==> config.mk <==
export PLATFORM = sky130hd
export DESIGN_NAME = cbsa_chunk_track
export DESIGN_NICKNAME = d
export VERILOG_FILES = /design/src/rtl/cbsa_pkg.sv /design/src/rtl/cbsa_chunk_track.sv
export SDC_FILE = /design/constraint.sdc
export NUM_CORES = 1
export LEC_CHECK = 0
export BUFFER_PORTS_ARGS = -buffer_cell sky130_fd_sc_hd__buf_2
export CORE_UTILIZATION = 51
export CTS_BUF_LIST = sky130_fd_sc_hd__clkbuf_16
export CTS_CLUSTER_SIZE = 10
export DETAILED_ROUTE_END_ITERATION = 10
export PLACE_DENSITY = 0.74
export SLEW_MARGIN = 5
export SYNTH_ARGS = -nofsm -noshare
export SYNTH_HDL_FRONTEND = slang
export SYNTH_SLANG_ARGS = --single-unit
==> constraint.sdc <==
create_clock -name clk -period 4.5 [get_ports clk]
set_input_delay 1.35 -clock clk [delete_from_list [all_inputs] [get_ports clk]]
set_output_delay 1.35 -clock clk [all_outputs]
set_load 0.03 [all_outputs]
==> src/rtl/cbsa_pkg.sv <==
// Shared types and constants for the chunked bitmap slot allocator.
// No dependencies; the files that use it refer to it by scoped names.
`default_nettype none

package cbsa_pkg;

	// Geometry
	localparam int MAX_CHUNKS  = 16;
	localparam int SLOTS       = 64;
	localparam int CHUNK_W     = (MAX_CHUNKS > 1) ? $clog2(MAX_CHUNKS) : 1;
	localparam int OPEN_W      = $clog2(MAX_CHUNKS + 1);
	localparam int SLOT_W      = 6;
	localparam int ADDR_W      = CHUNK_W + SLOT_W;
	localparam int LIVE_W      = $clog2(MAX_CHUNKS * SLOTS + 1);
	localparam int CHUNK_IDX_W = 4;
	localparam int SEL_W       = 16;
	localparam int ID_W        = 64;

	// Commands
	localparam logic [1:0] CMD_ALLOC  = 2'd0;
	localparam logic [1:0] CMD_FREE   = 2'd1;
	localparam logic [1:0] CMD_LOOKUP = 2'd2;

	// Result status
	localparam logic [1:0] ST_OK      = 2'd0;
	localparam logic [1:0] ST_FULL    = 2'd1;
	localparam logic [1:0] ST_INVALID = 2'd2;

	// Chunk choice for an allocate
	typedef struct packed {
		logic               hit;
		logic [CHUNK_W-1:0] chunk;
	} trk_sel_t;

	// Bookkeeping update from the datapath
	typedef struct packed {
		logic               open;
		logic               set_full;
		logic               clr_full;
		logic [CHUNK_W-1:0] chunk;
		logic               live_inc;
		logic               live_dec;
	} trk_upd_t;

	// Index of the lowest clear bit (map assumed to have one)
	function automatic logic [SLOT_W-1:0] lowest_zero(input logic [SLOTS-1:0] map);
		logic [SLOT_W-1:0] idx;
		idx = '0;
		for (int b = SLOTS - 1; b >= 0; b--) begin
			if (!map[b]) begin
				idx = SLOT_W'(b);
			end
		end
		return idx;
	endfunction

endpackage

`default_nettype wire

==> src/rtl/cbsa_chunk_track.sv <==
// Chunk bookkeeping: open-chunk count, per-chunk full flags, live slot count,
// and the choice of chunk for the next allocate. Depends on cbsa_pkg.
`default_nettype none

module cbsa_chunk_track (
	input  wire logic                      clk,
	input  wire logic                      arst_n,
	input  wire cbsa_pkg::trk_upd_t        upd,
	output cbsa_pkg::trk_sel_t             sel,
	output logic [cbsa_pkg::OPEN_W-1:0]    chunks_open
);

	logic [cbsa_pkg::OPEN_W-1:0]     open_q;
	logic [cbsa_pkg::MAX_CHUNKS-1:0] full_q;
	logic [cbsa_pkg::LIVE_W-1:0]     live_q;
	logic [cbsa_pkg::MAX_CHUNKS-1:0] open_mask;

	// Chunks in use
	always_comb begin
		for (int i = 0; i < cbsa_pkg::MAX_CHUNKS; i++) begin
			open_mask[i] = (cbsa_pkg::OPEN_W'(i) < open_q);
		end
	end

	// Highest open chunk that still has a free slot
	always_comb begin
		sel = '0;
		for (int i = 0; i < cbsa_pkg::MAX_CHUNKS; i++) begin
			if (open_mask[i] && !full_q[i]) begin
				sel.hit   = 1'b1;
				sel.chunk = cbsa_pkg::CHUNK_W'(i);
			end
		end
	end

	assign chunks_open = open_q;

	// State updates
	always_ff @(posedge clk or negedge arst_n) begin
		if (!arst_n) begin
			open_q <= '0;
			full_q <= '0;
			live_q <= '0;
		end else begin
			if (upd.open) begin
				open_q <= open_q + 1'b1;
			end
			if (upd.set_full) begin
				full_q[upd.chunk] <= 1'b1;
			end else if (upd.clr_full) begin
				full_q[upd.chunk] <= 1'b0;
			end
			if (upd.live_inc) begin
				live_q <= live_q + 1'b1;
			end else if (upd.live_dec) begin
				live_q <= live_q - 1'b1;
			end
		end
	end

	// Checks
	a_full_only_open: assert property (@(posedge clk) disable iff (!arst_n)
		(full_q & ~open_mask) == '0)
		else $error("full flag set on a chunk that is not open");

	a_open_bound: assert property (@(posedge clk) disable iff (!arst_n)
		open_q <= cbsa_pkg::OPEN_W'(cbsa_pkg::MAX_CHUNKS))
		else $error("open chunk count beyond capacity");

	a_live_bound: assert property (@(posedge clk) disable iff (!arst_n)
		live_q <= cbsa_pkg::LIVE_W'(open_q) * cbsa_pkg::LIVE_W'(cbsa_pkg::SLOTS))
		else $error("live slot count exceeds slots of open chunks");

endmodule

`default_nettype wire

# Word level (Yosys, flattened, before mapping)
# Index checks and enable logic that the tools add are counted.
[word_totals]
reg_bits = 21
latch_bits = 0
ramBits = 0
rom_bits = 0
inputBits = 11
n_memories = 0
[op_classes]
n_addsub = 1
multipliers = 0
n_div = 0
magnitude_cmp = 18
eq_ne = 0
shift = 0
muxes = 20
bitwise_logic = 3
n_reduce_logical = 34
[op_table]
columns = ["op", "count"]
rows = [
  ["$mux W5", 16],
  ["$lt A4 B5 Y1 const A", 8],
  ["$mux W16", 2],
  ["$lt A3 B5 Y1 const A", 4],
  ["$logic_and A1 B1 Y1", 17],
  ["$and A16 B16 Y16", 1],
  ["$logic_not A1 Y1", 16],
  ["$not A16 Y16", 1],
  ["$or A16 B16 Y16", 1],
  ["$lt A1 B5 Y1 const A", 2],
  ["$lt A2 B5 Y1 const A", 2],
  ["$add A5 B1 Y5 const B", 1],
  ["$lt A4 B5 Y1 const B", 1],
  ["$demux W1 S4", 1],
  ["$ge A4 B1 Y1 const B", 1],
  ["$reduce_bool A2 Y1", 1],
  ["$mux W1", 1],
]

# Longest topological paths before layout
# Gate-level depths: netlist of run 1.
[depth]
depth_word = 18
mapped_depth = 7

# Least setup slack after synthesis of run 1
# Ideal clock, no wire load.
[synth_timing]
path_type = "flip-flop to output port"
start = "register open_q, in the netlist chunks_open[0]"
end = "output port sel[2] (netlist bit)"
arrival_time_ns = 2.248
slack_ns = 0.902
path_stages_with_launch = 5
path_buffers = 1
path_cell_list = "dfrtp_1 -> buf_4 -> nor4_1 -> nor3_2 -> o41ai_1"
[synth_lines]
columns = ["element", "line", "source"]
rows = [
  ["start: declaration", "cbsa_chunk_track.sv:13", "logic [cbsa_pkg::OPEN_W-1:0] open_q;"],
  ["start signal: assignment", "cbsa_chunk_track.sv:46", "open_q <= open_q + 1'b1;"],
  ["end: declaration", "cbsa_chunk_track.sv:9", "output cbsa_pkg::trk_sel_t sel,"],
]

==> results.md, run 1 <==
* Sink Count at 21
* R2R Path End: chunks_open[1]$_DFFE_PN0P_
* Initial DRC Count at 39
* Setup crit start kind: flop
* Syn Inst Count at 141
* Main synth FF type: dfrtp_1
* Max incr delay on CP at 700 ps
* Cell Pwr Density at 735 nW/µm²
* Crit-path cells: nor2_2 > nor3_2 > o21bai_1 > o221ai_1 > a211o_1 > buf_2
* Asr flop ratio synth at 1.00
* Nets at 169
* Total CTS buffers at 3
* Grt total ovfl at 0
* Top delay family on crit path: flip-flops
* Commonest non-fill, non-tap cell in the layout: dfrtp_1
* Residual DRC count at 0
* Area Overhead vs Synth at 11.2%
* Slowest CP cell: dfrtp_1
* Area of the multi-input gates at 768 µm²
* Ratio of cells with drive above 1 in the final layout at 0.295
* Diode count at 0
* CP required at 3150 ps
* Final Hold Viols at 0
* CP Capture Type: output port
* Number of synthesized flops with an enable pin at 0
* Core area at about 2500 µm²
* HPWL Detailed at 2120 µm
* FILL cells at 215
* Syn_area_per_cell at 9.62 µm²
* Height of the chip at between 50 and 60 µm
* Largest net degree at the start of global routing at 22
* Synth warn at 0
* Least-Margin Pin Slew at ~580 ps
* RSZ-0062 raised after global routing: false
* Clock Power Share at 0.162
* Initial antenna violation count at 0
* FF/Latch Area at 526 µm²
* H-tree Lvls at 1
* Post-Route WL at 2770 µm
* Worst vdd ir at 0.000485 V
* Clock Latency Late Sink at 250 ps
* Root Driver: clkbuf_16
* Levels on crit path at 6
* Status: complete, no violations
* CTS clk-pin slew, worst paths at 50 ps
* Net Sw Frac at 0.473
* Sum of negative setup slack at 0 ps
* Vias/cell at 6.19
* Initial Util at 0.543
* Post-CTS resize count at 0
* Final WS setup at 898 ps
* Port buffer count at 18
* Postcts setup bufs at 0
* Gp weighted congestion at about 0.88
* Final setup viols at 0
* Site row count at 18
* Ports at 21
* Commonest cells after routing, fill and taps aside: dfrtp_1, nor2_1, buf_2
* Leakage dissipation at about 0.61 nW
* Vias in the first global route at between 1000 and 1500
* Max_cap viols at 0
* CP Buf/Inv Count at 1
* Synth Cell Area at 1360 µm²
* Switching power at 0.524 mW
* Final Util at 0.603
* Reg2reg start: chunks_open[1]$_DFFE_PN0P_
* Period minus WS final at 3600 ps
* Flop-to-flop setup slack at 3160 ps
* Critical Path AT at 2250 ps
* Critical path startpoint: chunks_open[4]$_DFFE_PN0P_
* CP Class: flop to output port
* Slew margin rel. at 0.613
* CTS tree: built
* Post-CTS Hold Buffers at 0
* Clock tree buffer depth at 2
* FF-to-FF path depth at 2
* Drt first pass iters at 4
* Distinct cells, synth at 42
* WL/cell at about 15 µm
* Total number of vias at between 1000 and 1500
* Worst setup path endpoint: sel[1]
* First-pass GRT wire length at 4400 µm
* Post-route ant nets at 0
* Post-synthesis sequential area ratio at 0.387
* Internal power at 0.584 mW
* Class of the worst hold path: flop to flop
* Pre-CTS setup slack at 1170 ps
* FF+latch count, synth at 21
* Max Transition Viols Final at 0
* Power, Total at between 1 and 1.5 mW
* Die W at 53.6 µm
* Final worst-path cycle share at 0.800
* Seq pwr share at 0.351
* Critical path peak fanout at 14
* Logic pwr share at 0.487
* Total global-route track usage at 0.218
* DP Cell Count at 182
* Highest Clock Rate at 278 MHz
* Syn_nets at 153
* Clock Skew at 0.258 ps
* Die area at 2870 µm²
* Post-route insts no fill at between 150 and 200
## per-stage QoR
stage | hold WS, ps | area [µm²]
3_3_place_gp | 528 | 1430
3_5_place_dp | 539 | 1430
2_1_floorplan | 481 | 1360
5_1_grt | 570 | 1510
6_report | 552 | 1510
4_1_cts | 553 | 1510
## power by group through the flow
stage                     clock (mW)  sequential, mW  combinational, mW
after floorplan                    0           0.351              0.476
after global placement             0           0.385              0.525
after detailed placement           0           0.392              0.537
after CTS                      0.185           0.388              0.539
after global routing           0.195           0.401              0.589
final                          0.179           0.389              0.540
## synth_stat cells (all sizes together) (2+ instances only)
cell / instances / share of area
nor2b: 2 / 0.0092
o211ai: 2 / 0.011
nor4: 2 / 0.0092
buf: 6 / 0.038
a2111oi: 2 / 0.031
a21o: 3 / 0.017
nand2: 8 / 0.022
nor3: 11 / 0.044
nand4: 4 / 0.018
mux2: 17 / 0.14
nand2b: 2 / 0.0092
a211o: 2 / 0.013
inv: 2 / 0.0055
dfrtp: 21 / 0.39
nor2: 20 / 0.057
xnor2: 3 / 0.019
a21oi: 11 / 0.041
o21ai: 4 / 0.015
o22ai: 2 / 0.0092
## worst min-delay path by stage
stage / from / end / slack [ps] / cells past startpoint
2_1_floorplan: flop / flop / 480 / 1
3_3_place_gp: flop / flop / 530 / 1
3_5_place_dp: flop / flop / 540 / 1
4_1_cts: flop / flop / 550 / 1
5_1_grt: flop / flop / 570 / 1
6_report: flop / flop / 550 / 1
## final cells by class
cell class / instances / area share
tap: 30 / 0.0249
clock buffer: 3 / 0.0498
sequential: 21 / 0.349
inverter: 2 / 0.00498
timing repair buffer: 18 / 0.0598
multi-input combinational: 111 / 0.510
clock inverter: 1 / 0.00249
## per-layer routing
metal	track usage	wire, µm	share of wire	vias up
met4	0.149	91	0.033	0
met1	0.291	1270	0.46	536
met5	0	0	0	-
li1	-	-	-	558
met2	0.329	1290	0.47	48
met3	0.0254	123	0.044	10
## cells by family (layout without fill, tap and decap cells)
kind of cell / Yosys count / after routing / synth area share
AND/OR/NAND/NOR: 54 / 54 / 0.196
adder cells (fa/ha/maj): 1 / 1 / 0.00922
AO/OA/AOI/OAI: 35 / 35 / 0.194
buffers and inverters: 9 / 24 / 0.0461
XOR/XNOR: 4 / 4 / 0.0258
flip-flops: 21 / 21 / 0.387
multiplexers: 17 / 17 / 0.141
## worst reg2reg max path, stage by stage (launching register included)
cell     delay [ps]
dfrtp_1         650
ha_1            320
mux2_2          260
No activity file was read; power rests on OpenSTA's default activity.
==> run 2: changes to the inputs <==
Clock period 4.5 ns to 3.8 ns, I/O delays scaled along.
==> results.md, run 2 (synthesized netlist as in run 1, its figures left out) <==
* Postcts setup bufs at 0 (unchanged)
* Commonest cells after routing, fill and taps aside: dfrtp_1, nor2_1, buf_2
* Root Driver: clkbuf_16
* Top delay family on crit path: compound AO/OA/AOI/OAI gates
* Flop-to-flop setup slack at 2410 ps (-750 ps)
* H-tree Lvls at 1 (unchanged)
* Wl on met1 at 1270 µm (+0.47%)
* First-pass GRT wire length at 4860 µm (+11%)
* Worst Hold Slack at 546 ps (-5.75 ps)
* Reg2reg start: chunks_open[1]$_DFFE_PN0P_
* Die area at 2870 µm² (unchanged)
* Post-Route WL at 2910 µm (+5.1%)
* CP Class: flop to output port
* Height of the chip at 53.6 µm (unchanged)
* Initial antenna violation count at 0 (unchanged)
* Largest net degree at the start of global routing at 22 (unchanged)
* Leakage dissipation at 0.610 nW (-0.23%)
* Max incr delay on CP at 570 ps (-130 ps)
* WL met3 at 162 µm (+32%)
* Port buffer count at 18 (unchanged)
* Final setup viols at 0 (unchanged)
* Clock Latency Late Sink at 250 ps (about the same)
* Commonest non-fill, non-tap cell in the layout: dfrtp_1
* Least-Margin Pin Slew at 556 ps (-23.9 ps)
* Post-CTS Hold Buffers at 0 (unchanged)
* Final WS setup at 370 ps (-528 ps)
* Setup crit start kind: flop
* Crit-path cells: a2111oi_4 > o22ai_1 > a31oi_1 > o221ai_1 > a211o_1 > buf_2
* Slowest CP cell: dfrtp_1
* Ratio of cells with drive above 1 in the final layout at 0.301 (+0.00641)
* Clock Skew at 0.144 ps (-0.114 ps)
* Core area at 2500 µm² (unchanged)
* Class of the worst hold path: flop to flop
* WL/cell at 15.7 µm (+5.1%)
* Diode count at 0 (unchanged)
* Clock tree buffer depth at 2 (unchanged)
* Critical Path AT at 2290 ps (+40 ps)
* Total CTS buffers at 3 (unchanged)
* CTS clk-pin slew, worst paths at 60 ps (about the same)
* Highest Clock Rate at 292 MHz
* Area Overhead vs Synth at 11.3% (about the same)
* CTS tree: built
* Area after DPL at 1430 µm² (unchanged)
* Max_cap viols at 0 (unchanged)
* Fin area at 1510 µm² (about the same)
* Total global-route track usage at 0.240 (+0.0221)
* Critical path peak fanout at 16 (+2)
* FF-to-FF path depth at 2 (unchanged)
* Sink Count at 21 (unchanged)
* Worst vdd ir at 0.000543 V (+12%)
* Residual DRC count at 0 (unchanged)
* Slew margin rel. at 0.629 (+0.0159)
* Initial Util at 0.543 (unchanged)
* Final worst-path cycle share at 0.903
* Levels on crit path at 6 (unchanged)
* Post-route ant nets at 0 (unchanged)
* Initial DRC Count at 22 (-44%)
* R2R Path End: chunks_open[1]$_DFFE_PN0P_
* Met2 wire length at 1410 µm (+9.1%)
* HPWL Detailed at 2180 µm (+2.4%)
* Worst setup path endpoint: sel[1]
* Gp weighted congestion at 0.879 (+0.11%)
* Critical path startpoint: chunks_open[1]$_DFFE_PN0P_
* Power, Total at 1.32 mW (+19%)
* Nets at 169 (unchanged)
* CP required at 2660 ps (-490 ps)
* Die W at 53.6 µm (unchanged)
* RSZ-0062 raised after global routing: false
* Ports at 21 (unchanged)
* Pre-CTS setup slack at 669 ps (-502 ps)
* Final Hold Viols at 0 (unchanged)
* Highest routed layer: met4
* Total number of vias at 1171 (+1.6%)
* Max Transition Viols Final at 0 (unchanged)
* Drt first pass iters at 4 (unchanged)
* CP Capture Type: output port
* Vias/cell at 6.30 (+1.6%)
* Period minus WS final at about 3400 ps
* Sum of negative setup slack at 0 ps (unchanged)
* Site row count at 18 (unchanged)
* Cell Pwr Density at 877 nW/µm² (+19%)
* Status: complete, no violations
* CP Buf/Inv Count at 1 (unchanged)
* Vias in the first global route at 1058 (+3.4%)
* Post-CTS resize count at 0 (unchanged)
* Grt total ovfl at 0 (unchanged)
run 2: report_power, final:
group,switching [mW],internal [mW],total (mW)
clock,0.0758,0.141,0.217
sequential,0.172,0.291,0.463
combinational,0.383,0.261,0.644
total,0.631,0.693,1.32
run 2: layout make-up:
cell class,instances,area [µm²]
Tap cell,30,37.5
Multi-Input combinational cell,111,768
Clock buffer,3,75.1
Timing Repair Buffer,18,90.1
Sequential cell,21,526
Clock inverter,1,5.00
Fill cell,223,991
Inverter,2,7.51
run 2: per-layer routing:
metal,vias up,track usage
li1,558,-
met1,564,0.312
met2,42,0.377
met3,7,0.0480
met4,0,0.123
met5,-,0
run 2: worst reg2reg max path: cells and delay by family (launching register included):
| kind | cells | cell delay (ps) |
|---|---|---|
| flip-flops | 1 | 680 |
| multiplexers | 1 | 270 |
| adder cells (fa/ha/maj) | 1 | 330 |
run 2: worst min-delay path by stage:
stage,to,depth (start not counted),from,slack [ps]
2_1_floorplan,flop,1,flop,480
3_3_place_gp,flop,1,flop,530
3_5_place_dp,flop,1,flop,540
4_1_cts,flop,1,flop,550
5_1_grt,flop,1,flop,570
6_report,flop,1,flop,550
run 2: metrics by stage:
step / util / cells
floorplan: - / 141
global placement: 0.572 / 182
detailed placement: 0.572 / 182
CTS: 0.604 / 186
global route: 0.604 / 186
finish: 0.604 / 186
==> run 3: changes to the inputs <==
Settings changed: CORE_ASPECT_RATIO from default to 0.9.
==> results.md, run 3 (synthesized netlist as in run 1, its figures left out) <==
* WL/cell at 16.2 µm (+3.7%)
* Largest net degree at the start of global routing at 22 (unchanged)
* Worst vdd ir at 0.000559 V (+3.0%)
* Area of the multi-input gates at 768 µm² (unchanged)
* CTS tree: built
* FF/Latch Area at 526 µm² (unchanged)
* CTS clk-pin slew, worst paths at 50 ps (about the same)
* Slowest CP cell: dfrtp_1
* Clock Skew at 1.07 ps (+0.925 ps)
* Setup crit start kind: flop
* Sum of negative setup slack at 0 ps (unchanged)
* First-pass GRT wire length at 5170 µm (+6.3%)
* Initial Util at 0.545 (+0.00245)
* Nets at 169 (unchanged)
* CP required at 2660 ps (about the same)
* Initial DRC Count at 49 (+120%)
* Post-Route WL at 2990 µm (+2.5%)
* Core area at 2490 µm² (-0.45%)
* Area Overhead vs Synth at 11.0%
* Critical Path AT at 2310 ps (+20 ps)
* Max_cap viols at 0 (unchanged)
* CP Capture Type: output port
* FILL cells at 214 (-4.0%)
* CP Buf/Inv Count at 1 (unchanged)
* Period minus WS final at 3450 ps (+16.8 ps)
* Switching power at 0.639 mW (+1.2%)
* HPWL Detailed at 2180 µm (+0.31%)
* Ratio of cells with drive above 1 in the final layout at 0.295 (-0.00641)
* Diode count at 0 (unchanged)
* Commonest non-fill, non-tap cell in the layout: dfrtp_1
* Crit-path cells: nor2_2 > nor3_2 > o21bai_1 > o221ai_1 > a211o_1 > buf_2
* Die W at 56.4 µm (+5.2%)
* Class of the worst hold path: flop to flop
* H-tree Lvls at 1 (unchanged)
* Site row count at 17 (-1)
* Least-Margin Pin Slew at 603 ps (+46.6 ps)
* Ports at 21 (unchanged)
* Final worst-path cycle share at 0.907 (+0.00443)
* Max Transition Viols Final at 0 (unchanged)
* Total number of vias at 1183 (+1.0%)
* Post-CTS Hold Buffers at 0 (unchanged)
* RSZ-0062 raised after global routing: false
* Final WS setup at 353 ps (-16.8 ps)
* Total CTS buffers at 3 (unchanged)
* Fin area at 1510 µm² (-0.25%)
* Area after DPL at 1430 µm² (-0.17%)
* Final Hold Viols at 0 (unchanged)
* Power, Total at 1.33 mW (+0.69%)
* Status: complete, no violations
* Final setup viols at 0 (unchanged)
* Postcts setup bufs at 0 (unchanged)
* Cell Pwr Density at 885 nW/µm² (+0.94%)
* Grt total ovfl at 0 (unchanged)
* Total global-route track usage at 0.234 (-0.00644)
* Clock Power Share at 0.160 (-0.004)
* Clock Latency Late Sink at 250 ps (about the same)
* Highest Clock Rate at 290 MHz (-0.49%)
* Net Sw Frac at 0.479 (+0.00264)
* Sink Count at 21 (unchanged)
* Post-route ant nets at 0 (unchanged)
* Height of the chip at 50.9 µm (-4.9%)
* Die area at 2870 µm² (about the same)
* Critical path peak fanout at 14 (-2)
* Clock tree buffer depth at 2 (unchanged)
* Slew margin rel. at 0.598 (-0.0311)
* Post-CTS resize count at 0 (unchanged)
* CP Class: flop to output port
* Commonest cells after routing, fill and taps aside: dfrtp_1, nor2_1, buf_2
* Logic pwr share at 0.487 (about the same)
* Port buffer count at 18 (unchanged)
* Leakage dissipation at 0.612 nW (+0.23%)
* Vias in the first global route at 1098 (+3.8%)
* Gp weighted congestion at 0.822 (-6.5%)
* Top delay family on crit path: flip-flops
* Seq pwr share at 0.353 (+0.003)
* Pre-CTS setup slack at 654 ps (-15.0 ps)
* Initial antenna violation count at 0 (unchanged)
* Residual DRC count at 0 (unchanged)
* Root Driver: clkbuf_16
* Internal power at 0.694 mW (+0.18%)
* Drt first pass iters at 4 (unchanged)
* Vias/cell at 6.43 (+2.1%)
* Max incr delay on CP at 720 ps (+150 ps)
==> run 3: metal layers <==
layer	share of wire	vias up	track usage
met1	0.46	579	0.328
met4	0.015	0	0.0732
li1	-	554	-
met3	0.047	6	0.0329
met5	0	-	0
met2	0.48	44	0.377
==> run 3: metrics by stage <==
stage,std cells,util,hold WS (ps)
after floorplan,141,-,481
after global placement,180,0.573,521
after detailed placement,180,0.573,519
after CTS,184,0.605,532
after global routing,184,0.605,560
final,184,0.605,535
==> run 3: final cells by class <==
class / count / share of cell area
multi-input cells: 111 / 0.510
repair buffers: 18 / 0.0599
well taps: 28 / 0.0233
clock inverters: 1 / 0.00249
clock buffers: 3 / 0.0499
flip-flops and latches: 21 / 0.349
inverters: 2 / 0.00499
==> run 3: final timing paths <==
path	from	to	slack (ps)	cells after the start
min in group asynchronous	arst_n	async pin	840	1
min reg2reg	flop	flop	540	1
max	chunks_open[4]$_DFFE_PN0P_	sel[1]	350	6
min	flop	flop	540	1
max in group asynchronous	arst_n	async pin	2650	1
max reg2reg	chunks_open[1]$_DFFE_PN0P_	chunks_open[1]$_DFFE_PN0P_	2370	2
==> run 3: power by group through the flow <==
stage                     registers (mW)  logic (mW)  clock network [mW]
after global routing               0.486       0.707               0.226
final                              0.471       0.649               0.213
after CTS                          0.467       0.646               0.215
after global placement             0.463       0.617                   0
after floorplan                    0.415       0.564                   0
after detailed placement           0.471       0.637                   0
